File: src/pcb_pkg.sv
// Shared types and codes for the policy channel buffer.
package pcb_pkg;

   localparam int PAYLOAD_W = 32;
   localparam int SEQ_W     = 32;
   localparam int COUNT_W   = 32;
   localparam int DEPTH_W   = 5;

   localparam logic [1:0] REQ_PUBLISH = 2'd0;
   localparam logic [1:0] REQ_DRAIN   = 2'd1;
   localparam logic [1:0] REQ_EPOCH   = 2'd2;
   localparam logic [1:0] REQ_METRICS = 2'd3;

   localparam logic [2:0] MODE_QUEUE   = 3'd0;
   localparam logic [2:0] MODE_LATEST  = 3'd1;
   localparam logic [2:0] MODE_LATCHED = 3'd2;
   localparam logic [2:0] MODE_PREV    = 3'd3;
   localparam logic [2:0] MODE_BARRIER = 3'd4;

   localparam logic [1:0] POL_DROP_OLDEST = 2'd0;
   localparam logic [1:0] POL_DROP_NEWEST = 2'd1;
   localparam logic [1:0] POL_BLOCK       = 2'd2;
   localparam logic [1:0] POL_FAIL        = 2'd3;

   localparam logic [1:0] ST_OK       = 2'd0;
   localparam logic [1:0] ST_DROPPED  = 2'd1;
   localparam logic [1:0] ST_BLOCK    = 2'd2;
   localparam logic [1:0] ST_EXCEEDED = 2'd3;

   localparam logic [1:0] CSR_MODE     = 2'd0;
   localparam logic [1:0] CSR_CAPACITY = 2'd1;
   localparam logic [1:0] CSR_POLICY   = 2'd2;

   typedef struct packed {
      logic [1:0]           req_type;
      logic [PAYLOAD_W-1:0] payload_word;
      logic [2:0]           reader_index;
   } pcb_req_type;

   typedef struct packed {
      logic [1:0]           status;
      logic                 item_valid;
      logic [PAYLOAD_W-1:0] message_word;
      logic [SEQ_W-1:0]     message_sequence;
      logic                 last_item;
      logic [DEPTH_W-1:0]   current_depth;
      logic [COUNT_W-1:0]   drops_total;
      logic [COUNT_W-1:0]   published_total;
      logic [COUNT_W-1:0]   delivered_total;
      logic [DEPTH_W-1:0]   peak_depth;
   } pcb_rsp_type;

   typedef struct packed {
      logic accept;
      logic load_item;
   } pcb_cmd_type;

   typedef struct packed {
      logic drain_go;
      logic drain_last;
      logic out_free;
   } pcb_stat_type;

endpackage

File: src/policy_channel_buffer.sv
// Top level of the single-channel message buffer with overflow policy.
// A publish, epoch, metrics or latest-style read request takes one result and
// is accepted again as soon as the result register is free, so such requests
// run at one per cycle while results are taken. A queue drain of n messages
// gives n results, each through a read state and a send state: the FIFO memory has one registered read
// port, and each message is read out before it is loaded into the result
// register. No request is accepted during a drain. Configuration writes are
// always ready and must only be made while the block is idle.
module policy_channel_buffer
   import pcb_pkg::*;
#(
   parameter int QUEUE_DEPTH  = 16,
   parameter int READER_COUNT = 8
) (
   input  logic        clock,
   input  logic        reset,
   input  logic        req_valid,
   output logic        req_stall,
   input  pcb_req_type req_data,
   output logic        rsp_valid,
   input  logic        rsp_stall,
   output pcb_rsp_type rsp_data,
   input  logic        csr_valid,
   output logic        csr_ready,
   input  logic [1:0]  csr_index,
   input  logic [31:0] csr_data
);

   pcb_cmd_type  cmd;
   pcb_stat_type stat;

   // register writes never wait
   assign csr_ready = 1'b1;

   // controller: request acceptance and drain burst sequencing
   pcb_ctrl u_ctrl (
      .clock     (clock),
      .reset     (reset),
      .req_valid (req_valid),
      .req_stall (req_stall),
      .stat      (stat),
      .cmd       (cmd)
   );

   // datapath: channel state, FIFO memory, counters, result register
   pcb_datapath #(
      .QUEUE_DEPTH  (QUEUE_DEPTH),
      .READER_COUNT (READER_COUNT)
   ) u_datapath (
      .clock     (clock),
      .reset     (reset),
      .csr_valid (csr_valid && csr_ready),
      .csr_index (csr_index),
      .csr_data  (csr_data),
      .req_data  (req_data),
      .rsp_stall (rsp_stall),
      .rsp_valid (rsp_valid),
      .rsp_data  (rsp_data),
      .cmd       (cmd),
      .stat      (stat)
   );

endmodule

File: src/pcb_ctrl.sv
// Sequencer for request acceptance and drain bursts.
module pcb_ctrl
   import pcb_pkg::*;
(
   input  logic         clock,
   input  logic         reset,
   input  logic         req_valid,
   output logic         req_stall,
   input  pcb_stat_type stat,
   output pcb_cmd_type  cmd
);

   typedef enum logic [1:0] {IDLE, READ, SEND} state_type;
   state_type state_ff, state_in;

   always_comb begin
      req_stall     = !(state_ff == IDLE && stat.out_free);
      cmd.accept    = req_valid && !req_stall;
      cmd.load_item = (state_ff == SEND) && stat.out_free;
      state_in      = state_ff;
      unique case (state_ff)
         IDLE: begin
            if (cmd.accept && stat.drain_go) state_in = READ;
         end
         READ: state_in = SEND;
         SEND: begin
            if (stat.out_free) state_in = stat.drain_last ? IDLE : READ;
         end
         default: state_in = IDLE;
      endcase
   end

   always_ff @(posedge clock) begin
      if (reset) state_ff <= IDLE;
      else state_ff <= state_in;
   end

endmodule

File: src/pcb_datapath.sv
// Channel state, FIFO storage, counters and the result register.
module pcb_datapath
   import pcb_pkg::*;
#(
   parameter int QUEUE_DEPTH  = 16,
   parameter int READER_COUNT = 8
) (
   input  logic         clock,
   input  logic         reset,
   input  logic         csr_valid,
   input  logic [1:0]   csr_index,
   input  logic [31:0]  csr_data,
   input  pcb_req_type  req_data,
   input  logic         rsp_stall,
   output logic         rsp_valid,
   output pcb_rsp_type  rsp_data,
   input  pcb_cmd_type  cmd,
   output pcb_stat_type stat
);

   localparam int CW = $clog2(QUEUE_DEPTH + 1);
   localparam int PW = (QUEUE_DEPTH > 1) ? $clog2(QUEUE_DEPTH) : 1;
   localparam int RW = (READER_COUNT > 1) ? $clog2(READER_COUNT) : 1;

   function automatic logic [PW-1:0] wrap(input logic [CW:0] s);
      logic [CW:0] r;
      r = s;
      if (r >= (CW+1)'(QUEUE_DEPTH)) r = r - (CW+1)'(QUEUE_DEPTH);
      return PW'(r);
   endfunction

   function automatic logic [RW-1:0] reader_slot(input logic [2:0] v);
      int r;
      r = int'(v);
      for (int i = 0; i < 8; i++) begin
         if (r >= READER_COUNT) r = r - READER_COUNT;
      end
      return RW'(r);
   endfunction

   logic [2:0] mode_ff;
   logic [4:0] cap_ff;
   logic [1:0] pol_ff;

   logic [PAYLOAD_W-1:0] mem_word [QUEUE_DEPTH];
   logic [SEQ_W-1:0]     mem_seq  [QUEUE_DEPTH];
   logic [PAYLOAD_W-1:0] rd_word_ff;
   logic [SEQ_W-1:0]     rd_seq_ff;

   logic [CW-1:0]  count_ff, count_in, stored_ff, stored_in, peak_ff, peak_in;
   logic [PW-1:0]  head_ff, head_in;
   logic [PAYLOAD_W-1:0] nw_ff, nw_in, pw_ff, pw_in;
   logic [SEQ_W-1:0]     ns_ff, ns_in, ps_ff, ps_in, seq_ff, seq_in;
   logic                 np_ff, np_in, pp_ff, pp_in;
   logic [COUNT_W-1:0]   drops_ff, drops_in, pub_ff, pub_in, deliv_ff, deliv_in;
   logic [READER_COUNT-1:0] seen_v_ff;
   logic [SEQ_W-1:0]     seen_s_ff [READER_COUNT];
   logic [PW-1:0]  dptr_ff;
   logic [CW-1:0]  dleft_ff;

   logic          latest, prev_tick, barrier, is_full, ev1, wr_en, seen_set, hit;
   logic [CW-1:0] effcap, c1, c2, extra, view;
   logic [PW-1:0] head1, slot;
   logic [RW-1:0] rsel;
   logic [1:0]    st;
   int            capi;
   pcb_rsp_type   single;

   always_comb begin
      latest    = (mode_ff == MODE_LATEST) || (mode_ff == MODE_LATCHED)
                  || (mode_ff == MODE_PREV);
      prev_tick = (mode_ff == MODE_PREV);
      barrier   = (mode_ff == MODE_BARRIER);
      capi = int'(cap_ff);
      if (capi == 0) capi = 1;
      if (capi > QUEUE_DEPTH) capi = QUEUE_DEPTH;
      effcap  = CW'(capi);
      is_full = count_ff >= effcap;
      rsel    = reader_slot(req_data.reader_index);
      hit     = np_ff && !(seen_v_ff[rsel] && seen_s_ff[rsel] == ns_ff);

      // FIFO insert with eviction of the oldest entries
      ev1   = count_ff >= CW'(QUEUE_DEPTH);
      head1 = ev1 ? wrap((CW+1)'(head_ff) + (CW+1)'(1)) : head_ff;
      slot  = wrap((CW+1)'(head1) + (CW+1)'(count_ff) - (CW+1)'(ev1));
      c1    = ev1 ? count_ff : count_ff + CW'(1);
      c2    = (c1 > effcap) ? effcap : c1;
      extra = c1 - c2;

      count_in = count_ff;  head_in = head_ff;  stored_in = stored_ff;
      nw_in = nw_ff;  ns_in = ns_ff;  np_in = np_ff;
      pw_in = pw_ff;  ps_in = ps_ff;  pp_in = pp_ff;
      seq_in = seq_ff;
      drops_in = drops_ff;  pub_in = pub_ff;  deliv_in = deliv_ff;
      wr_en = 1'b0;  seen_set = 1'b0;  st = ST_OK;
      stat.drain_go = 1'b0;
      single = '0;
      single.last_item = 1'b1;

      case (req_data.req_type)
         REQ_PUBLISH: begin
            seq_in = seq_ff + SEQ_W'(1);
            if (prev_tick) begin
               if (pp_ff) drops_in = drops_ff + COUNT_W'(1);
               pw_in = req_data.payload_word;  ps_in = seq_ff;  pp_in = 1'b1;
               pub_in = pub_ff + COUNT_W'(1);
               stored_in = CW'(np_ff) + CW'(1);
            end else if (!latest && is_full && pol_ff != POL_DROP_OLDEST) begin
               if (pol_ff == POL_DROP_NEWEST) st = ST_DROPPED;
               else if (pol_ff == POL_BLOCK) st = ST_BLOCK;
               else st = ST_EXCEEDED;
               if (pol_ff != POL_BLOCK) drops_in = drops_ff + COUNT_W'(1);
            end else begin
               nw_in = req_data.payload_word;  ns_in = seq_ff;  np_in = 1'b1;
               pub_in = pub_ff + COUNT_W'(1);
               if (latest) begin
                  if (mode_ff == MODE_LATEST && stored_ff != '0)
                     drops_in = drops_ff + COUNT_W'(1);
                  count_in = '0;  head_in = '0;  stored_in = CW'(1);
               end else begin
                  wr_en     = 1'b1;
                  count_in  = c2;
                  stored_in = c2;
                  head_in   = wrap((CW+1)'(head1) + (CW+1)'(extra));
                  drops_in  = drops_ff + COUNT_W'(ev1) + COUNT_W'(extra);
               end
            end
         end
         REQ_EPOCH: begin
            if (prev_tick && pp_ff) begin
               nw_in = pw_ff;  ns_in = ps_ff;  np_in = 1'b1;  pp_in = 1'b0;
               stored_in = CW'(1);
            end
         end
         REQ_DRAIN: begin
            if (latest) begin
               if (hit) begin
                  seen_set = 1'b1;
                  deliv_in = deliv_ff + COUNT_W'(1);
                  single.item_valid       = 1'b1;
                  single.message_word     = nw_ff;
                  single.message_sequence = ns_ff;
               end
            end else if (!((barrier && count_ff < effcap) || count_ff == '0)) begin
               stat.drain_go = 1'b1;
               deliv_in  = deliv_ff + COUNT_W'(count_ff);
               count_in  = '0;  head_in = '0;  stored_in = '0;
            end
         end
         default: ;
      endcase

      peak_in = (stored_in > peak_ff) ? stored_in : peak_ff;
      if (prev_tick) view = CW'(np_in) + CW'(pp_in);
      else if (latest) view = CW'(np_in);
      else view = count_in;

      single.status          = st;
      single.current_depth   = DEPTH_W'(view);
      single.drops_total     = drops_in;
      single.published_total = pub_in;
      single.delivered_total = deliv_in;
      single.peak_depth      = DEPTH_W'(peak_in);

      stat.drain_last = (dleft_ff == CW'(1));
      stat.out_free   = !rsp_valid || !rsp_stall;
   end

   always_ff @(posedge clock) begin
      if (wr_en && cmd.accept) begin
         mem_word[slot] <= req_data.payload_word;
         mem_seq[slot]  <= seq_ff;
      end
      rd_word_ff <= mem_word[dptr_ff];
      rd_seq_ff  <= mem_seq[dptr_ff];
   end

   always_ff @(posedge clock) begin
      if (reset) begin
         mode_ff <= MODE_QUEUE;  cap_ff <= 5'd1;  pol_ff <= POL_FAIL;
         count_ff <= '0;  head_ff <= '0;  stored_ff <= '0;  peak_ff <= '0;
         nw_ff <= '0;  ns_ff <= '0;  np_ff <= 1'b0;
         pw_ff <= '0;  ps_ff <= '0;  pp_ff <= 1'b0;
         seq_ff <= '0;
         drops_ff <= '0;  pub_ff <= '0;  deliv_ff <= '0;
         seen_v_ff <= '0;
         rsp_valid <= 1'b0;
         dptr_ff <= '0;  dleft_ff <= '0;
      end else begin
         if (csr_valid) begin
            case (csr_index)
               CSR_MODE:     mode_ff <= csr_data[2:0];
               CSR_CAPACITY: cap_ff  <= csr_data[4:0];
               CSR_POLICY:   pol_ff  <= csr_data[1:0];
               default: ;
            endcase
         end
         if (cmd.accept) begin
            count_ff <= count_in;  head_ff <= head_in;  stored_ff <= stored_in;
            peak_ff <= peak_in;
            nw_ff <= nw_in;  ns_ff <= ns_in;  np_ff <= np_in;
            pw_ff <= pw_in;  ps_ff <= ps_in;  pp_ff <= pp_in;
            seq_ff <= seq_in;
            drops_ff <= drops_in;  pub_ff <= pub_in;  deliv_ff <= deliv_in;
            if (seen_set) seen_v_ff[rsel] <= 1'b1;
            if (stat.drain_go) begin
               dptr_ff  <= head_ff;
               dleft_ff <= count_ff;
            end
         end else if (cmd.load_item) begin
            dptr_ff  <= wrap((CW+1)'(dptr_ff) + (CW+1)'(1));
            dleft_ff <= dleft_ff - CW'(1);
         end
         if ((cmd.accept && !stat.drain_go) || cmd.load_item) rsp_valid <= 1'b1;
         else if (!rsp_stall) rsp_valid <= 1'b0;
      end
   end

   always_ff @(posedge clock) begin
      if (cmd.accept && seen_set) seen_s_ff[rsel] <= ns_ff;
      if (cmd.accept && !stat.drain_go) begin
         rsp_data <= single;
      end else if (cmd.load_item) begin
         rsp_data.status           <= ST_OK;
         rsp_data.item_valid       <= 1'b1;
         rsp_data.message_word     <= rd_word_ff;
         rsp_data.message_sequence <= rd_seq_ff;
         rsp_data.last_item        <= stat.drain_last;
         rsp_data.current_depth    <= DEPTH_W'(count_ff);
         rsp_data.drops_total      <= drops_ff;
         rsp_data.published_total  <= pub_ff;
         rsp_data.delivered_total  <= deliv_ff;
         rsp_data.peak_depth       <= DEPTH_W'(peak_ff);
      end
   end

endmodule

File: config.mk
export PLATFORM = sky130hd
export DESIGN_NAME = policy_channel_buffer
export DESIGN_NICKNAME = d
export VERILOG_FILES = /design/src/pcb_pkg.sv /design/src/policy_channel_buffer.sv /design/src/pcb_ctrl.sv /design/src/pcb_datapath.sv
export SDC_FILE = /design/constraint.sdc
export NUM_CORES = 2
export LEC_CHECK = 0
export ABC_AREA = 1
export BUFFER_PORTS_ARGS = -buffer_cell sky130_fd_sc_hd__buf_2
export CORE_MARGIN = 3
export CORE_UTILIZATION = 55
export DETAILED_ROUTE_END_ITERATION = 10
export PLACE_DENSITY = 0.75
export SLEW_MARGIN = 20
export SYNTH_ARGS = -nofsm -noshare
export SYNTH_HDL_FRONTEND = slang
export SYNTH_SLANG_ARGS = --single-unit
File: constraint.sdc
create_clock -name clock -period 6.8 [get_ports clock]
set_clock_uncertainty 0.2 [all_clocks]
set_input_delay 1.02 -clock clock [delete_from_list [all_inputs] [get_ports clock]]
set_output_delay 1.02 -clock clock [all_outputs]
set_load 0.02 [all_outputs]
# After elaboration in Yosys (flattened, before gate mapping)
# Memory sizes are Yosys's and may differ from the RTL's. A register that Yosys moved wholly into a read port is not among the register bits.
# Cells that the tools add are included.
# W data, S select, Z words.
# word_totals
output_inout_bits,177
register_bits,481
ram_bits,1280
inputBits,76
n_memories,3
# mem_list
memory,words,width,rd,rd_clocked_by_memory_dff,write_ports,line_no,source
u_datapath.mem_seq,16,32,1,1,1,pcb_datapath.sv:46,logic [SEQ_W-1:0] mem_seq [QUEUE_DEPTH];
u_datapath.mem_word,16,32,1,1,1,pcb_datapath.sv:45,logic [PAYLOAD_W-1:0] mem_word [QUEUE_DEPTH];
u_datapath.seen_s_ff,8,32,1,0,1,pcb_datapath.sv:57,logic [SEQ_W-1:0] seen_s_ff [READER_COUNT];
# classes
add_sub_neg,21
order_cmp,12
eq_ne,24
reduce_logical,47
muxes,100
bitwise_logic,1
# ops
op,n
$mux W32,20
$mux W174,2
$mux W65,3
$add A32 B1 Y32 const B,4
$pmux W32 S2,2
$mux W5,21
$add A32 B5 Y32,2
$mux W4,13
$add A32 B1 Y32,1
$eq A32 B32 Y1,1
$mux W1,25
$sub A4 B1 Y4 const B,4
$ge A5 B5 Y1 const B,3
$logic_and A1 B1 Y1,15
$pmux W5 S3,1
$ne A2 B2 Y1 const B,7
$reduce_and A2 Y1,7
$add A4 B5 Y6,2
$ge A6 B5 Y1 const B,2
$mux W2,6
$add A4 B1 Y5 const B,2
$gt A5 B5 Y1,2
$logic_not A5 Y1,2
$pmux W5 S2,1
other kinds (32),57

# Depth between registers and ports, before layout
# logic_depth
ltp_word,14
depth_mapped,35
mapped_depth_nobuf,34

# Hierarchy
# Synthesis repeated with hierarchy kept, for this count alone.
# hier_totals
cells_unflattened,7569
area_unflattened_um2,78371.4
# modules_own_cells
module,area_per_inst_um2,cells_per_inst,seq_area_each_um2,instances
pcb_datapath,78241.3,7549,51039.0,1
pcb_ctrl,118.9,18,40.0,1
policy_channel_buffer,11.3,2,0.0,1

# Least setup slack after synthesis
# OpenSTA, ideal clock, no wires.
# synth_path
path_kind,reg-to-reg
start,reg u_datapath.cap_ff[2]
end,reg u_datapath.rsp_data[0] (netlist name)
path_buffers,2
path_slack_ns,0.027
synth_period_minus_slack_ns,6.773
required_ns,5.178
t_arrival_ns,5.152
path_stages_with_launch,18
cell_sequence,dfxtp_1 -> inv_1 -> nand3_1 -> o21ai_0 -> nand2_1 -> ha_1 -> nand2_1 -> o21bai_1 -> nand2_1 -> nor2_1 -> nand4_1 -> nand2_1 -> nor2_1 -> nand2_1 -> nand2_1 -> buf_2 -> buf_2 -> nand2_1
# synth_via
elab_chain_len,13
# synth_rtl
element,line_no,source
from (decl),pcb_datapath.sv:42,logic [4:0] cap_ff;
from (signal assigned),pcb_datapath.sv:193,CSR_CAPACITY: cap_ff <= csr_data[4:0];
$logic_not A5 Y1,pcb_datapath.sv:75,if (capi == 0) capi = 1;
$mux W5 *,pcb_datapath.sv:75,
$gt A5 B5 Y1,pcb_datapath.sv:76,if (capi > QUEUE_DEPTH) capi = QUEUE_DEPTH;
$mux W5 *,pcb_datapath.sv:76,
$lt A5 B5 Y1 *,pcb_datapath.sv:144,end else if (!((barrier && count_ff < effcap) || count_ff == '0)) begin
$logic_and A1 B1 Y1 *,pcb_datapath.sv:144,
$logic_or A1 B1 Y1 *,pcb_datapath.sv:144,
$mux W1 *,pcb_datapath.sv:144,
$mux W1 *,pcb_datapath.sv:136,if (latest) begin
$mux W1 *,pcb_datapath.sv:100,case (req_data.req_type)
$logic_not A1 Y1 *,pcb_datapath.sv:221,if (cmd.accept && !stat.drain_go) begin
$logic_and A1 B1 Y1 *,pcb_datapath.sv:221,
$reduce_bool A2 Y1 (no source line) *,--,
# Every way passes the cells marked *; elsewhere a longest branch is shown, timed or not.
# A chain may end at the register's enable or synchronous reset.

# Worst setup path in the final report
# layout_path
start,reg u_datapath.count_ff[0]
end,reg u_datapath.rsp_data[88] (netlist name)
# layout_via
elab_chain_len,11
word_cells_on_any_way,25
cone_classes,4 x add/sub; 4 x order compare; 10 x mux; 7 x reduce/logical
# layout_rtl
element,line_no,source
from (decl),pcb_datapath.sv:50,"logic [CW-1:0] count_ff, count_in, stored_ff, stored_in, peak_ff, peak_in;"
from (signal assigned),pcb_datapath.sv:199,count_ff <= count_in; head_ff <= head_in; stored_ff <= stored_in;
$add A5 B1 Y5 or $ge A5 B5 Y1 (tied branches),"pcb_datapath.sv:86, pcb_datapath.sv:83",
$mux W5,pcb_datapath.sv:86,c1 = ev1 ? count_ff : count_ff + CW'(1);
$gt A5 B5 Y1,pcb_datapath.sv:87,c2 = (c1 > effcap) ? effcap : c1;
$mux W5,pcb_datapath.sv:87,
$sub A5 B5 Y5,pcb_datapath.sv:88,extra = c1 - c2;
$add A32 B5 Y32,pcb_datapath.sv:125,drops_in = drops_ff + COUNT_W'(ev1) + COUNT_W'(extra);
$mux W32,pcb_datapath.sv:116,if (latest) begin
$mux W32,pcb_datapath.sv:108,end else if (!latest && is_full && pol_ff != POL_DROP_OLDEST) begin
$mux W32,pcb_datapath.sv:103,if (prev_tick) begin
$mux W32,pcb_datapath.sv:100,
$mux W174 *,pcb_datapath.sv:221,
# Marks and branches as above.

==> metrics.md <==
| Metric | Value |
|---|---|
| Number of detailed-route iterations in the first pass | 7 |
| Post-Place Cells | 9,074 |
| Highest layer used for signal routing | met5 |
| DPL Wire Length | 120 mm |
| Final Slew Violations | 0 |
| Multi-input gate area | 24,400 um^2 |
| Total number of yosys warnings | 0 |
| Final Instance Count excl. Fillers | between 9,000 and 10,000 |
| Portion of netlist area occupied by mux cells | 2.46% |
| Post-CTS resize count | 0 |
| Number of input and output port buffers inserted | 224 |
| Total leakage power | 32.1 nW |
| Synth Cell Area | 79,400 um^2 |
| Detailed-route wire length per cell | 22.6 um |
| DRC violation count after routing | 0 |
| Fraction of registers with async set or reset after synthesis | 0% |
| Switching power summed over all nets | 7.02 mW |
| Starting utilization of the core area | a little under three fifths |
| Starting DRT DRC Count | 7,097 |
| Gate Count Post-Synth | 7,306 |
| Share of layout cells above drive strength 1 | 9.70% |
| Wire length of the first global-routing pass | approximately 320 mm |
| Xor/xnor cell area share of the yosys netlist | 1.15% |
| TritonCTS Buffers | 181 |
| Clock latency on the worst-skew pair | 0.83 ns |
| Relative contribution of sequential cells to total power | between 40% and 50% |
| Y dimension of the die | 386 um |
| Maximum number of pins on one net before global-route repair | roughly 240 |
| H-tree Lvls | 4 |
| Arrival time of data at the critical path endpoint | 6.46 ns |
| Antenna violations before repair | 12 |
| Post-layout utilization of the core | 62.1% |
| Endpoints failing hold | 0 |
| Placeable core region | 142,000 um^2 |
| Total number of clock tree sinks | 1,825 |
| Clock transition at path regs | 0.07 ns |
| Total wire length after detailed routing | 213 mm |
| Max frequency | 164 MHz |
| Leading cell type in the layout, fill and taps excluded | edfxtp_1 |
| Sw frac | 26.4% |
| Largest family of logic cells by synthesized area | compound AO/OA/AOI/OAI gates |
| Longest individual stage delay on the worst path | ~0.47 ns |
| Register area share after synthesis | 64.3% |
| Avg Synthesized Cell Area | 10.9 um^2 |
| Post-synth EDFFs | 1,453 |
| Sequential Area | 51,100 um^2 |
| Outcome | finished, final reports clean |
| Placement-stage worst setup slack | 0.656 ns |
| Post-route ant nets | 0 |
| Number of fill cells in the layout | 10,900 |
| Vias after detailed routing | approximately 57,000 |
| X dimension of the die | between 300 and 400 um |
| Area of the die | 149,000 um^2 |
| Category of the most critical setup path | flop to flop |
| Area Growth Syn to Fin | 11.5% |
| Post-placement cell area | 82,100 um^2 |
| Highest net fanout along the worst path | 10 |
| Detailed-route wire length on metal 1 | 85.4 mm |
| Overall routing resource usage | 28.0% |
| Hold Path Depth | 2 |
| Critical Path Source Type | flop |
| Final-stage net count | 7,497 |
| Compound-gate portion of the synthesized area | around an eighth |
| Worst-Margin Slew | 1.12 ns |
| Flops & latches, synth | about 1,800 |
| Category of cells accounting for the largest share of critical-path delay | compound AO/OA/AOI/OAI gates |
| VDD IR max | 0.000206 V |
| Total I/O pin count | 253 |
| WL met3 | 19.2 mm |
| Met2 WL | 99.7 mm |
| Post-route clock period utilization | 89.9% |
| Number of buffers and inverters on the critical path | 3 |
| Post-route worst setup slack | 0.685 ns |
| Commonest cells after routing, fill and taps aside | 1,453 x edfxtp_1, 1,281 x nand2_1, 720 x nor2_1 |
| Simple-gate area share of the yosys netlist | 12.7% |
| Type of destination of the critical path | flop |
| Number of maximum-capacitance violations | 0 |
| Depth of the most critical reg-to-reg path | 31 |
| Rel. slew slack | 25.2% |
| Global route overflow | 0 |
| Setup repair after global routing missed its margin | false |
| Row count | 138 |
| Via count of the first global-routing pass | 54,500 |
| Adder-cell area share of the yosys netlist | less than 1% |
| Clock network fraction of design power | approximately 39% |
| Stages on the worst setup path | 31 |
| Master of the slowest instance on the critical path | dfxtp_1 |
| Setup tns final | 0 ns |
| Post-CTS setup repair buffer count | 0 |
| Max Buffers Root-to-Sink | 3 |
| Primary FF master, synth | edfxtp_1 |
| CTS tree | yes |
| Number of nets produced by synthesis | 7,435 |
| Hold WC Path Type | flop to flop |
| Hold-fix buffer count after cts | 0 |
| Required @ worst endpoint | roughly 7.1 ns |
| Cell area after layout | 88,500 um^2 |
| Number of library cell types mapped by synthesis | 62 |
| Root buffer cell | clkbuf_16 |
| Min Tclk post-route | 6.11 ns |
| Combinational fraction of design power | 12.4% |
| Via density per instance | roughly 6.1 |
| Internal | 19.5 mW |
| Gp weighted congestion | between 0.9 and 1 |
| Number of setup violations in the final report | 0 |
| Most used cell, CP | nand2_1 |
| Power density normalized to cell area | 300 nW/um^2 |
[cells in the mapped netlist, types with 23 or more instances]
library cell,count,area share [%]
edfxtp_1,1453,55
nand2_1,1284,6.1
nor2_1,740,3.5
o21ai_0,685,4.3
inv_1,570,2.7
dfxtp_1,372,9.4
clkbuf_1,349,1.7
a21oi_1,290,1.8
nand3_1,241,1.5
o221ai_1,216,2.4
mux2i_1,195,2.5
a211oi_1,107,1.0
xor2_1,94,1.0
o211ai_1,89,0.84
nor3_1,78,0.49
o32ai_1,61,0.67
nand4_1,59,0.46
ha_1,47,0.74
o22ai_1,41,0.32
buf_2,34,0.21
buf_1,31,0.15
o31ai_4,30,0.80
o21ai_1,28,0.18
nor4_1,23,0.18
[worst paths after layout]
| check | from | end | slack, ns |
|---|---|---|---|
| min | u_datapath.seen_v_ff[0]$_SDFFE_PP0P_ | u_datapath.seen_v_ff[0]$_SDFFE_PP0P_ | 0.25 |
| max reg2reg | u_datapath.count_ff[0]$_SDFFE_PP0P_ | u_datapath.rsp_data[88]$_DFFE_PP_ | 0.69 |
| min reg2reg | u_datapath.seen_v_ff[0]$_SDFFE_PP0P_ | u_datapath.seen_v_ff[0]$_SDFFE_PP0P_ | 0.25 |
| max | u_datapath.count_ff[0]$_SDFFE_PP0P_ | u_datapath.rsp_data[88]$_DFFE_PP_ | 0.69 |
[sequential cells by signal, indices dropped and copies added, names as in the netlist, 4 cells and up]
name / count
u_datapath.seen_s_ff: 256
u_datapath.dptr_ff: 4
u_datapath.rd_word_ff: 32
u_datapath.ns_ff: 32
u_datapath.stored_ff: 5
u_datapath.seq_ff: 32
u_datapath.seen_v_ff: 8
u_datapath.dleft_ff: 5
u_datapath.cap_ff: 5
u_datapath.ps_ff: 32
u_datapath.pw_ff: 32
u_datapath.nw_ff: 32
u_datapath.drops_ff: 32
u_datapath.count_ff: 5
u_datapath.rd_seq_ff: 32
u_datapath.peak_ff: 5
u_datapath.rsp_data: 174
u_datapath.mem_word: 512
u_datapath.pub_ff: 32
u_datapath.mem_seq: 512
u_datapath.deliv_ff: 32
u_datapath.head_ff: 4
[stage by stage]
step                power [mW]  hold WS (ns)
CTS                       26.6         0.251
finish                    26.6         0.252
floorplan                 15.1         0.230
global placement          16.2         0.240
detailed placement        16.2         0.242
global route              27.4         0.276
[power groups by stage]
stage,Clock (mW),Combinational [mW],Sequential (mW)
after floorplan,0,2.04,13.1
after global placement,0,3.14,13.0
after detailed placement,0,3.22,13.0
after CTS,10.6,3.24,12.8
after global routing,11.0,3.58,12.8
final,10.5,3.28,12.8
[worst reg2reg max path: cells and delay by family, from the launching register on]
| family | cells | cell delay [ns] |
|---|---|---|
| compound gates | 9 | 1.78 |
| xor+xnor | 1 | 0.27 |
| simple gates | 13 | 1.23 |
| flops | 1 | 0.47 |
| fa+ha+maj | 5 | 1.61 |
| buf+inv | 3 | 0.32 |
[metal layers]
layer / vias to the layer above / global-route usage [%]
li1: 26100 / -
met1: 27900 / 38.3
met2: 2886 / 44.4
met3: 562 / 4.95
met4: 10 / 11.5
met5: - / 0
[kinds of logic after synthesis]
family	Yosys count
simple gates	2470
flops	1825
compound gates	1624
buf+inv	1034
mux	195
xor+xnor	104
fa+ha+maj	53
other cells	1
[final cells by class]
| type | count | area share, % |
|---|---|---|
| Multi-Input combinational cell | 4447 | 27.5 |
| Clock buffer | 254 | 5.78 |
| Tap cell | 1890 | 2.67 |
| Clock inverter | 87 | 1.38 |
| Timing Repair Buffer | 328 | 2.42 |
| Inverter | 585 | 2.51 |
| Antenna cell | 5 | 0.0141 |
| Sequential cell | 1825 | 57.7 |
(Power assumes the default switching activity.)
